$ cat src/sv/assert_macros.svh
// Assertion macros shared by the cache modules.
// Define NO_ASSERTIONS to compile them away.
`ifndef ASSERT_MACROS_SVH
`define ASSERT_MACROS_SVH
`ifndef NO_ASSERTIONS
`define ASSERT_IMPL(label, clk, rst_n, prop) \
    label: assert property (@(posedge clk) disable iff (!rst_n) prop) \
        else $error("assertion failed");
`define ASSERT_NR(label, clk, prop) \
    label: assert property (@(posedge clk) prop) else $error("assertion failed");
`else
`define ASSERT_IMPL(label, clk, rst_n, prop)
`define ASSERT_NR(label, clk, prop)
`endif
`endif

$ cat src/sv/rcc_pkg.sv
// Package for the reference-counted cache: operation codes, status codes,
// controller states and the command/status structs. No dependencies.
`default_nettype none
package rcc_pkg;
    localparam int FUNC_W = 3;
    localparam int KEY_W = 64;
    localparam int TIME_W = 32;
    localparam int TMO_W = 31;
    localparam int ST_W = 2;
    localparam logic [TIME_W-1:0] GRACE_MS = 32'd1000;
    localparam logic [TMO_W-1:0] DEFAULT_TIMEOUT = 31'd5000;

    localparam logic [FUNC_W-1:0] FN_LOOKUP = 3'd0;
    localparam logic [FUNC_W-1:0] FN_INSERT = 3'd1;
    localparam logic [FUNC_W-1:0] FN_RELEASE = 3'd2;
    localparam logic [FUNC_W-1:0] FN_INCR = 3'd3;
    localparam logic [FUNC_W-1:0] FN_CONTAINS = 3'd4;
    localparam logic [FUNC_W-1:0] FN_TICK = 3'd5;

    localparam logic [ST_W-1:0] ST_OK = 2'd0;
    localparam logic [ST_W-1:0] ST_NOT_FOUND = 2'd1;
    localparam logic [ST_W-1:0] ST_FULL = 2'd2;
    localparam logic [ST_W-1:0] ST_NULL = 2'd3;

    typedef enum logic [2:0] {
        S_IDLE,
        S_SEARCH,
        S_UPDATE,
        S_SWEEP,
        S_RESULT
    } t_state;

    // Controller to datapath.
    typedef struct packed {
        logic load;      // capture the input transfer
        logic scan_init; // start a scan at the newest (search) or slot 0 (sweep)
        logic search;    // examine one slot, newest to oldest
        logic sweep;     // examine and compact one slot, oldest first
        logic update;    // apply the operation's write
        logic finish;    // latch the result
    } t_cmd;

    // Datapath to controller.
    typedef struct packed {
        logic search_done;
        logic sweep_done;
    } t_stat;
endpackage
`default_nettype wire

$ cat src/sv/rcc_if.sv
// Valid/ready channels carrying struct-free sets of fields: rcc_req_if for
// the request channel and rcc_rsp_if for the result channel.
`default_nettype none
interface rcc_req_if #(parameter int HANDLE_BITS = 16);
    logic valid;
    logic ready;
    logic [2:0] func;
    logic [63:0] key;
    logic [HANDLE_BITS-1:0] handle;
    logic [31:0] now;
    modport source (output valid, func, key, handle, now, input ready);
    modport sink (input valid, func, key, handle, now, output ready);
endinterface

interface rcc_rsp_if #(parameter int HANDLE_BITS = 16);
    logic valid;
    logic ready;
    logic [1:0] status;
    logic hit;
    logic [HANDLE_BITS-1:0] handle_out;
    logic [4:0] evicted_count;
    logic [4:0] pending_count;
    logic timer_active;
    modport source (output valid, status, hit, handle_out, evicted_count,
                    pending_count, timer_active, input ready);
    modport sink (input valid, status, hit, handle_out, evicted_count,
                  pending_count, timer_active, output ready);
endinterface
`default_nettype wire

$ cat src/sv/rcc_ctrl.sv
// Controller state machine for the reference-counted cache.
// Depends on rcc_pkg; drives the datapath through t_cmd.
`default_nettype none
`include "assert_macros.svh"
module rcc_ctrl (
    input  wire logic          i_clk,
    input  wire logic          i_rst_n,
    input  wire logic          i_in_valid,
    output logic               o_in_ready,
    input  wire logic [2:0]    i_func,
    output logic               o_out_valid,
    input  wire logic          i_out_ready,
    input  wire rcc_pkg::t_stat i_stat,
    output rcc_pkg::t_cmd      o_cmd
);
    import rcc_pkg::*;

    t_state r_state, n_state;
    logic [FUNC_W-1:0] r_func;

    always_ff @(posedge i_clk) begin
        if (!i_rst_n) begin
            r_state <= S_IDLE;
        end else begin
            r_state <= n_state;
        end
    end

    always_ff @(posedge i_clk) begin
        if (i_in_valid && o_in_ready) begin
            r_func <= i_func;
        end
    end

    always_comb begin
        n_state = r_state;
        o_cmd = '0;
        o_in_ready = 1'b0;
        o_out_valid = 1'b0;
        case (r_state)
            S_IDLE: begin
                o_in_ready = 1'b1;
                if (i_in_valid) begin
                    o_cmd.load = 1'b1;
                    o_cmd.scan_init = 1'b1;
                    if (i_func == FN_TICK) begin
                        n_state = S_SWEEP;
                    end else begin
                        n_state = S_SEARCH;
                    end
                end
            end
            S_SEARCH: begin
                if (i_stat.search_done) begin
                    n_state = S_UPDATE;
                end else begin
                    o_cmd.search = 1'b1;
                end
            end
            S_UPDATE: begin
                o_cmd.update = 1'b1;
                o_cmd.finish = 1'b1;
                n_state = S_RESULT;
            end
            S_SWEEP: begin
                if (i_stat.sweep_done) begin
                    o_cmd.finish = 1'b1;
                    n_state = S_RESULT;
                end else begin
                    o_cmd.sweep = 1'b1;
                end
            end
            S_RESULT: begin
                o_out_valid = 1'b1;
                if (i_out_ready) begin
                    n_state = S_IDLE;
                end
            end
            default: n_state = S_IDLE;
        endcase
    end

    `ASSERT_IMPL(a_ready_idle, i_clk, i_rst_n, o_in_ready |-> r_state == S_IDLE)
    `ASSERT_IMPL(a_accept_leaves, i_clk, i_rst_n,
        (i_in_valid && o_in_ready) |=> r_state != S_IDLE)
    `ASSERT_IMPL(a_sweep_tick, i_clk, i_rst_n,
        (r_state == S_SWEEP) |-> r_func == FN_TICK)
endmodule
`default_nettype wire

$ cat src/sv/rcc_dp.sv
// Datapath for the reference-counted cache: slot memory in flip-flops,
// scan pointers, the compaction sweep and the result register. Uses rcc_pkg.
`default_nettype none
`include "assert_macros.svh"
module rcc_dp #(
    parameter int TABLE_DEPTH = 16,
    parameter int HANDLE_BITS = 16,
    parameter int REF_BITS = 16
) (
    input  wire logic                   i_clk,
    input  wire logic                   i_rst_n,
    input  wire rcc_pkg::t_cmd          i_cmd,
    output rcc_pkg::t_stat              o_stat,
    input  wire logic [2:0]             i_func,
    input  wire logic [63:0]            i_key,
    input  wire logic [HANDLE_BITS-1:0] i_handle,
    input  wire logic [31:0]            i_now,
    input  wire logic                   i_cfg_we,
    input  wire logic [30:0]            i_cfg_data,
    output logic [1:0]                  o_status,
    output logic                        o_hit,
    output logic [HANDLE_BITS-1:0]      o_handle_out,
    output logic [4:0]                  o_evicted_count,
    output logic [4:0]                  o_pending_count,
    output logic                        o_timer_active
);
    import rcc_pkg::*;

    localparam int IW = $clog2(TABLE_DEPTH);
    localparam int CW = $clog2(TABLE_DEPTH + 1);
    localparam logic [REF_BITS-1:0] REF_MAX = '1;

    logic [KEY_W-1:0]       r_key_mem [TABLE_DEPTH];
    logic [HANDLE_BITS-1:0] r_hdl_mem [TABLE_DEPTH];
    logic [REF_BITS-1:0]    r_ref_mem [TABLE_DEPTH];
    logic [TIME_W-1:0]      r_tim_mem [TABLE_DEPTH];

    logic [CW-1:0] r_count;
    logic          r_armed;
    logic [TMO_W-1:0] r_timeout;

    logic [FUNC_W-1:0]      r_func;
    logic [KEY_W-1:0]       r_key;
    logic [HANDLE_BITS-1:0] r_handle;
    logic [TIME_W-1:0]      r_now;

    // Search: r_ptr counts remaining slots; slot index is r_ptr - 1.
    // Sweep: r_ptr is the read index, r_wr the write index.
    logic [CW-1:0] r_ptr;
    logic [CW-1:0] r_wr;
    logic          r_found;
    logic [IW-1:0] r_idx;
    logic [CW-1:0] r_evicted;
    logic [CW-1:0] r_pending;

    logic [IW-1:0] s_rd;
    logic [IW-1:0] s_wi;
    logic          s_match;
    logic          s_zero;
    logic          s_expired;
    logic [TIME_W-1:0] s_t;

    assign o_stat.search_done = r_found || (r_ptr == '0);
    assign o_stat.sweep_done = (r_ptr == r_count);

    always_comb begin
        logic [CW-1:0] p;
        p = r_ptr - CW'(1);
        s_rd = (i_cmd.sweep) ? r_ptr[IW-1:0] : p[IW-1:0];
    end
    assign s_wi = r_wr[IW-1:0];

    assign s_match = (r_func == FN_LOOKUP) ? (r_key_mem[s_rd] == r_key)
                                           : (r_hdl_mem[s_rd] == r_handle);
    assign s_t = r_tim_mem[s_rd];
    assign s_zero = (r_ref_mem[s_rd] == '0);
    assign s_expired = r_armed &&
        ((r_now > (s_t + {1'b0, r_timeout})) || (r_now < (s_t - GRACE_MS)));

    always_ff @(posedge i_clk) begin
        if (i_cmd.load) begin
            r_func <= i_func;
            r_key <= i_key;
            r_handle <= i_handle;
            r_now <= i_now;
        end
    end

    always_ff @(posedge i_clk) begin
        if (!i_rst_n) begin
            r_timeout <= DEFAULT_TIMEOUT;
        end else if (i_cfg_we) begin
            r_timeout <= i_cfg_data;
        end
    end

    // Scan control.
    always_ff @(posedge i_clk) begin
        if (!i_rst_n) begin
            r_ptr <= '0;
            r_wr <= '0;
            r_found <= 1'b0;
            r_evicted <= '0;
            r_pending <= '0;
        end else if (i_cmd.scan_init) begin
            r_ptr <= (i_func == FN_TICK) ? '0 : r_count;
            r_wr <= '0;
            r_found <= 1'b0;
            r_evicted <= '0;
            r_pending <= '0;
        end else if (i_cmd.search) begin
            if (s_match) begin
                r_found <= 1'b1;
                r_idx <= s_rd;
            end else begin
                r_ptr <= r_ptr - CW'(1);
            end
        end else if (i_cmd.sweep) begin
            r_ptr <= r_ptr + CW'(1);
            if (s_zero && s_expired) begin
                r_evicted <= r_evicted + CW'(1);
            end else begin
                r_wr <= r_wr + CW'(1);
                if (s_zero) begin
                    r_pending <= r_pending + CW'(1);
                end
            end
        end
    end

    // Slot memory and table state.
    always_ff @(posedge i_clk) begin
        if (i_cmd.sweep && !(s_zero && s_expired)) begin
            r_key_mem[s_wi] <= r_key_mem[s_rd];
            r_hdl_mem[s_wi] <= r_hdl_mem[s_rd];
            r_ref_mem[s_wi] <= r_ref_mem[s_rd];
            r_tim_mem[s_wi] <= s_t;
        end else if (i_cmd.update) begin
            case (r_func)
                FN_INSERT: begin
                    if (r_handle != '0 && r_count < CW'(TABLE_DEPTH)) begin
                        r_key_mem[r_count[IW-1:0]] <= r_key;
                        r_hdl_mem[r_count[IW-1:0]] <= r_handle;
                        r_ref_mem[r_count[IW-1:0]] <= REF_BITS'(1);
                        r_tim_mem[r_count[IW-1:0]] <= '0;
                    end
                end
                FN_LOOKUP, FN_INCR: begin
                    if (r_found && r_ref_mem[r_idx] != REF_MAX) begin
                        r_ref_mem[r_idx] <= r_ref_mem[r_idx] + REF_BITS'(1);
                    end
                end
                FN_RELEASE: begin
                    if (r_handle != '0 && r_found && r_ref_mem[r_idx] != '0) begin
                        r_ref_mem[r_idx] <= r_ref_mem[r_idx] - REF_BITS'(1);
                        if (r_ref_mem[r_idx] == REF_BITS'(1)) begin
                            r_tim_mem[r_idx] <= r_now;
                        end
                    end
                end
                default: ;
            endcase
        end
    end

    always_ff @(posedge i_clk) begin
        if (!i_rst_n) begin
            r_count <= '0;
            r_armed <= 1'b0;
        end else if (i_cmd.finish && r_func == FN_TICK) begin
            r_count <= r_wr;
            if (r_pending == '0) begin
                r_armed <= 1'b0;
            end
        end else if (i_cmd.update) begin
            if (r_func == FN_INSERT && r_handle != '0 && r_count < CW'(TABLE_DEPTH)) begin
                r_count <= r_count + CW'(1);
            end
            if (r_func == FN_RELEASE && r_handle != '0 && r_found) begin
                r_armed <= 1'b1;
            end
        end
    end

    // Result register.
    always_ff @(posedge i_clk) begin
        if (i_cmd.finish) begin
            o_status <= ST_OK;
            o_hit <= 1'b0;
            o_handle_out <= '0;
            o_evicted_count <= '0;
            o_pending_count <= '0;
            o_timer_active <= r_armed;
            case (r_func)
                FN_LOOKUP: begin
                    if (r_found) begin
                        o_hit <= 1'b1;
                        o_handle_out <= r_hdl_mem[r_idx];
                    end else begin
                        o_status <= ST_NOT_FOUND;
                    end
                end
                FN_INSERT: begin
                    if (r_handle == '0) begin
                        o_status <= ST_NULL;
                    end else if (r_count >= CW'(TABLE_DEPTH)) begin
                        o_status <= ST_FULL;
                    end
                end
                FN_RELEASE: begin
                    if (r_handle == '0) begin
                        o_status <= ST_NULL;
                    end else if (!r_found) begin
                        o_status <= ST_NOT_FOUND;
                    end else begin
                        o_timer_active <= 1'b1;
                    end
                end
                FN_INCR: begin
                    if (!r_found) o_status <= ST_NOT_FOUND;
                end
                FN_CONTAINS: begin
                    if (r_found) o_hit <= 1'b1;
                    else o_status <= ST_NOT_FOUND;
                end
                FN_TICK: begin
                    o_evicted_count <= 5'(r_evicted);
                    o_pending_count <= 5'(r_pending);
                    o_timer_active <= r_armed && (r_pending != '0);
                end
                default: ;
            endcase
        end
    end

    `ASSERT_IMPL(a_count_range, i_clk, i_rst_n, r_count <= CW'(TABLE_DEPTH))
    `ASSERT_IMPL(a_wr_behind, i_clk, i_rst_n, i_cmd.sweep |-> r_wr <= r_ptr)
    `ASSERT_IMPL(a_tally, i_clk, i_rst_n,
        i_cmd.sweep |-> (r_wr + r_evicted) == r_ptr)
endmodule
`default_nettype wire

$ cat src/sv/refcounted_cache_with_timed_eviction_unit.sv
// Top level of the reference-counted cache with timed eviction.
// Depends on rcc_pkg, rcc_if, rcc_ctrl and rcc_dp.
// One operation at a time. Every operation except a tick, inserts and unused
// codes included, scans the table newest to oldest, one slot per cycle, and
// stops at the first match. The controller then sees the scan end in S_SEARCH
// and writes in S_UPDATE, which also latches the result; the result is valid
// in S_RESULT. A tick sweeps every stored slot oldest first and compacts in
// place; its result is latched when the sweep ends and is valid in S_RESULT.
// After the result transfer the controller returns to S_IDLE, where it
// accepts the next operation. The slot scan sets the rate when the output
// does not stall. timeout_ms is to be written through i_cfg_we/i_cfg_data
// only while idle; the block itself does not enforce this. No clearing pass
// is needed.
`default_nettype none
module refcounted_cache_with_timed_eviction_unit #(
    parameter int TABLE_DEPTH = 16,
    parameter int HANDLE_BITS = 16,
    parameter int REF_BITS = 16
) (
    input wire logic        i_clk,
    input wire logic        i_rst_n,
    rcc_req_if.sink         i_req,
    rcc_rsp_if.source       o_rsp,
    input wire logic        i_cfg_we,
    input wire logic [30:0] i_cfg_data
);
    import rcc_pkg::*;

    t_cmd  s_cmd;
    t_stat s_stat;

    rcc_ctrl u_ctrl (
        .i_clk      (i_clk),
        .i_rst_n    (i_rst_n),
        .i_in_valid (i_req.valid),
        .o_in_ready (i_req.ready),
        .i_func     (i_req.func),
        .o_out_valid(o_rsp.valid),
        .i_out_ready(o_rsp.ready),
        .i_stat     (s_stat),
        .o_cmd      (s_cmd)
    );

    rcc_dp #(
        .TABLE_DEPTH(TABLE_DEPTH),
        .HANDLE_BITS(HANDLE_BITS),
        .REF_BITS   (REF_BITS)
    ) u_dp (
        .i_clk          (i_clk),
        .i_rst_n        (i_rst_n),
        .i_cmd          (s_cmd),
        .o_stat         (s_stat),
        .i_func         (i_req.func),
        .i_key          (i_req.key),
        .i_handle       (i_req.handle),
        .i_now          (i_req.now),
        .i_cfg_we       (i_cfg_we),
        .i_cfg_data     (i_cfg_data),
        .o_status       (o_rsp.status),
        .o_hit          (o_rsp.hit),
        .o_handle_out   (o_rsp.handle_out),
        .o_evicted_count(o_rsp.evicted_count),
        .o_pending_count(o_rsp.pending_count),
        .o_timer_active (o_rsp.timer_active)
    );
endmodule
`default_nettype wire
$ cat src/flat_wrapper.sv
// flat-port wrapper written by rule: the top's interface ports become plain ports
module refcounted_cache_with_timed_eviction_unit_flat import rcc_pkg::*;
#(
    parameter int TABLE_DEPTH = 16,
    parameter int HANDLE_BITS = 16,
    parameter int REF_BITS = 16
)
  (i_clk, i_rst_n, i_cfg_we, i_cfg_data, i_req_valid, i_req_func, i_req_key, i_req_handle, i_req_now, i_req_ready, o_rsp_valid, o_rsp_status, o_rsp_hit, o_rsp_handle_out, o_rsp_evicted_count, o_rsp_pending_count, o_rsp_timer_active, o_rsp_ready);
  rcc_req_if #(.HANDLE_BITS(HANDLE_BITS)) i_req_i ();
  rcc_rsp_if #(.HANDLE_BITS(HANDLE_BITS)) o_rsp_i ();
  input wire logic i_clk;
  input wire logic i_rst_n;
  input wire logic i_cfg_we;
  input wire logic [30:0] i_cfg_data;
  input wire logic [$bits(i_req_i.valid)-1:0] i_req_valid;
  input wire logic [$bits(i_req_i.func)-1:0] i_req_func;
  input wire logic [$bits(i_req_i.key)-1:0] i_req_key;
  input wire logic [$bits(i_req_i.handle)-1:0] i_req_handle;
  input wire logic [$bits(i_req_i.now)-1:0] i_req_now;
  output wire logic [$bits(i_req_i.ready)-1:0] i_req_ready;
  output wire logic [$bits(o_rsp_i.valid)-1:0] o_rsp_valid;
  output wire logic [$bits(o_rsp_i.status)-1:0] o_rsp_status;
  output wire logic [$bits(o_rsp_i.hit)-1:0] o_rsp_hit;
  output wire logic [$bits(o_rsp_i.handle_out)-1:0] o_rsp_handle_out;
  output wire logic [$bits(o_rsp_i.evicted_count)-1:0] o_rsp_evicted_count;
  output wire logic [$bits(o_rsp_i.pending_count)-1:0] o_rsp_pending_count;
  output wire logic [$bits(o_rsp_i.timer_active)-1:0] o_rsp_timer_active;
  input wire logic [$bits(o_rsp_i.ready)-1:0] o_rsp_ready;
  assign i_req_i.valid = i_req_valid;
  assign i_req_i.func = i_req_func;
  assign i_req_i.key = i_req_key;
  assign i_req_i.handle = i_req_handle;
  assign i_req_i.now = i_req_now;
  assign i_req_ready = i_req_i.ready;
  assign o_rsp_valid = o_rsp_i.valid;
  assign o_rsp_status = o_rsp_i.status;
  assign o_rsp_hit = o_rsp_i.hit;
  assign o_rsp_handle_out = o_rsp_i.handle_out;
  assign o_rsp_evicted_count = o_rsp_i.evicted_count;
  assign o_rsp_pending_count = o_rsp_i.pending_count;
  assign o_rsp_timer_active = o_rsp_i.timer_active;
  assign o_rsp_i.ready = o_rsp_ready;
  refcounted_cache_with_timed_eviction_unit #(.TABLE_DEPTH(TABLE_DEPTH), .HANDLE_BITS(HANDLE_BITS), .REF_BITS(REF_BITS)) u_core (.i_clk(i_clk), .i_rst_n(i_rst_n), .i_req(i_req_i), .o_rsp(o_rsp_i), .i_cfg_we(i_cfg_we), .i_cfg_data(i_cfg_data));
endmodule
$ cat config.mk
export PLATFORM = sky130hd
export DESIGN_NAME = refcounted_cache_with_timed_eviction_unit_flat
export DESIGN_NICKNAME = d
export VERILOG_FILES = /design/src/sv/rcc_pkg.sv /design/src/sv/rcc_if.sv /design/src/sv/rcc_ctrl.sv /design/src/sv/rcc_dp.sv /design/src/sv/refcounted_cache_with_timed_eviction_unit.sv /design/src/flat_wrapper.sv
export VERILOG_INCLUDE_DIRS = /design/src /design/src/sv
export SDC_FILE = /design/constraint.sdc
export NUM_CORES = 2
export LEC_CHECK = 0
export BUFFER_PORTS_ARGS = -buffer_cell sky130_fd_sc_hd__buf_4
export CAP_MARGIN = 15
export CORE_MARGIN = 4
export CORE_UTILIZATION = 55
export CTS_CLUSTER_SIZE = 28
export DETAILED_ROUTE_END_ITERATION = 16
export GPL_ROUTABILITY_DRIVEN = 0
export PLACE_DENSITY = 0.68
export SLEW_MARGIN = 20
export SYNTH_ARGS = -nofsm -noshare
export SYNTH_HDL_FRONTEND = slang
export SYNTH_HIERARCHICAL = 1
export SYNTH_SLANG_ARGS = --single-unit
$ cat constraint.sdc
create_clock -name i_clk -period 19.9 [get_ports i_clk]
set_clock_uncertainty 0.05 [all_clocks]
set_input_delay 5.97 -clock i_clk [delete_from_list [all_inputs] [get_ports i_clk]]
set_output_delay 5.97 -clock i_clk [all_outputs]
set_load 0.02 [all_outputs]
==> flow_summary.ini <==
[timing]
timing.fmax_mhz = 69.1
hold_viol_final = 0
final-setup-viol-count = 0
setup_tns_ns = 0
holdWs_ns = 0.443
grt_setup_unrepaired = false
post-route-period-util = 0.728
min_period_ns = 14.48
slew-limit-headroom = 0.190
slew_violations = 0
worst_slew_pin_slew_ns = 1.18

[synth]
synth_top_family_by_area = multiplexers
seq_area_frac_synth = 0.634
synth_edf_count = 2197
netlist_area_um2 = 106000
synth_warnings = 6
avgSynthCellArea_um2 = 15.8
ys.flop_type = edfxtp_1
syn_inst = 6725
yosys.area.top_type = edfxtp_1
synth_top_area_share = 0.621
synth.area.top_cells = edfxtp_1, mux4_2, mux2i_1
ys_seq_elements = 2262
synthMuxAreaShare = 0.197
synthSimpleGateAreaFrac = 0.0586
synthDistinctLibCells = 100
synth-xor-area-share = 0.0135
synth_nets = 6983
asyncSetResetFlopFracSynth = 0
yosys.area_share.adder = 0.0127
synth_compound_area_frac = 0.0618

[worst_setup_path]
reg2reg_slack_ns = 5.42
r2r-start = u_core/u_dp/r_ptr[1]
r2r_cells = 37
cp-start-kind = flop
crit_arrival_ns = 14.92
critical_path_required_ns = 20.34
cp-end-kind = flop
crit_type = flop to flop
slowest_stage = buf_4
timing.critical_path.mode_cell = a21oi_1
max_stage_delay_ns = 0.87
worstReg2RegEnd = u_core/u_dp/r_hdl_mem[9][10]
crit_fanout = 71

[place]
dp_hpwl_um = 187000
portBuffers = 182

[floorplan]
fp-row-count = 161
coreArea_um2 = 192000
die_h_um = 447
die-area_um2 = 200000
ios = 183
fp.dieW_um = 447
start_util = 0.553

[clock_tree]
cts_tree = yes
clock_sinks = 2262
h-tree-depth = 4
postCtsResizedCells = 0
clock_latency_ns = 0.90
postCtsSetupBuffers = 0
cts_hold_buffers = 0
cts_root_buf = clkbuf_16
cts-buffers-inserted = 226
cts.clk_slew.worst_paths_ns = 0.07
clockBufferDepth = 3

[route]
first_iter_violations = 8540
vias_per_cell = 6.94
routedWlPerCell_um = 32.9
ant_nets = 0
drc = 0
wl_um = 317000
firstDrtPassIters = 6
num_vias = 66900

[global_routing]
grt_pass1_wl_um = 454000
grt_pass1_vias = 65700
grt_usage = 0.313
grt_max_degree = 107
antenna_found_initial = 8
grt-ovfl-total = 0

[worst_hold_path]
hp-class = flop to flop
worst_hold_path.endpoint = u_core/u_dp/r_timeout[8]
hold_depth = 2
worstHoldStart = u_core/u_dp/r_timeout[8]

[flow_run]
maxCapViolCount = 0

[layout]
area_growth_pct = 11.5
final_common_cell = edfxtp_1
final_cell_mix = edfxtp_1, mux2i_1, mux4_2
final_nets = 7171
post-route-util = 0.616
drive_gt1_frac = 0.210

[outcome]
status = finished clean
## sequential cells by signal, summed over array words and instances (netlist names), 2 cells and up, named ones only
name                         cells
u_core/u_dp/r_evicted            5
u_core/u_dp/r_pending            5
u_core/u_dp/r_hdl_mem          256
u_core/u_dp/r_func               3
u_core/u_dp/r_idx                4
u_core/u_dp/r_ptr                5
u_core/u_dp/r_ref_mem          256
u_core/u_dp/r_key_mem         1024
u_core/u_dp/r_count              5
u_core/u_dp/r_handle            16
u_core/u_dp/r_timeout           31
u_core/u_dp/r_key               64
u_core/u_dp/o_evicted_count      5
u_core/u_ctrl/r_state            3
u_core/u_dp/o_handle_out        16
u_core/u_dp/r_tim_mem          512
u_core/u_dp/o_status             2
u_core/u_dp/r_wr                 5
u_core/u_dp/r_now               32
u_core/u_dp/o_pending_count      5
## layout make-up
type,instances,area (um2)
antenna,1,2.50
multi-input combinational,3959,37200
inverter,58,253
clock inverter,154,1540
sequential,2262,67300
fill,13900,73700
tap,2526,3160
clock buffer,272,5860
timing repair buffer,406,3180
## worst max-delay path by stage
stage,start,to,slack [ns],cells past startpoint
floorplan,u_core/u_dp/r_ptr[1],u_core/u_dp/r_hdl_mem[9][0],5.38,48
global placement,u_core/u_dp/r_ptr[1],u_core/u_dp/r_key_mem[3][12],5.23,41
detailed placement,u_core/u_dp/r_ptr[1],u_core/u_dp/r_key_mem[3][23],5.19,37
CTS,u_core/u_dp/r_ptr[1],u_core/u_dp/r_key_mem[3][52],5.11,37
global route,u_core/u_dp/r_ptr[1],u_core/u_dp/r_key_mem[2][62],5.00,41
finish,u_core/u_dp/r_ptr[1],u_core/u_dp/r_hdl_mem[9][10],5.42,37
## cell families (layout without fill, tap and decap cells)
group                      Yosys count  after routing
AOI/OAI and AO/OA                  948            948
xor gates and xnor gates           162            162
adders and majority gates          107            107
buffers and inverters              504            890
DFF                               2262           2262
muxes                             1430           1430
other                                0              1
and+or+nand+nor                   1312           1312
## routing by layer
layer	track usage	wire, um
met5	0	34
met4	0.154	18100
met3	0.0580	32700
met2	0.495	148000
met1	0.422	119000
## synthesized netlist by cell type (40+ instances only)
cell,instances
a211oi_1,54
nand3_1,114
a22oi_1,97
a21oi_1,153
xor2_1,72
edfxtp_1,2197
xnor2_1,89
nand4_1,57
dfxtp_1,65
a31oi_1,56
mux2i_1,811
o22ai_1,96
buf_4,50
nor2_1,295
nor4_1,40
nor3_1,64
a22o_1,44
ha_1,106
buf_2,187
inv_1,51
clkbuf_1,162
a221oi_1,44
mux2_2,96
and3_1,49
nor2b_1,45
mux4_2,522
o211ai_1,40
nand2_1,494
o21ai_0,129
## critical path: cells and delay by family, from the launching register on
family	cells	cell delay (ns)
buffers and inverters	6	3.88
AOI/OAI and AO/OA	14	3.66
and+or+nand+nor	11	3.37
adders and majority gates	3	1.33
muxes	2	0.92
DFF	1	0.66
xor gates and xnor gates	1	0.09
## through the flow
step,setup WS [ns],instance area (um2),instances
after CTS,5.11,118000,9635
final,5.42,118000,9638
after detailed placement,5.19,111000,9209
after global routing,5.00,118000,9637
after floorplan,5.38,106000,6725
after global placement,5.23,111000,9208
Power is not shown: default switching activity piles up to over one toggle a cycle in this logic, so the estimate is an artifact.
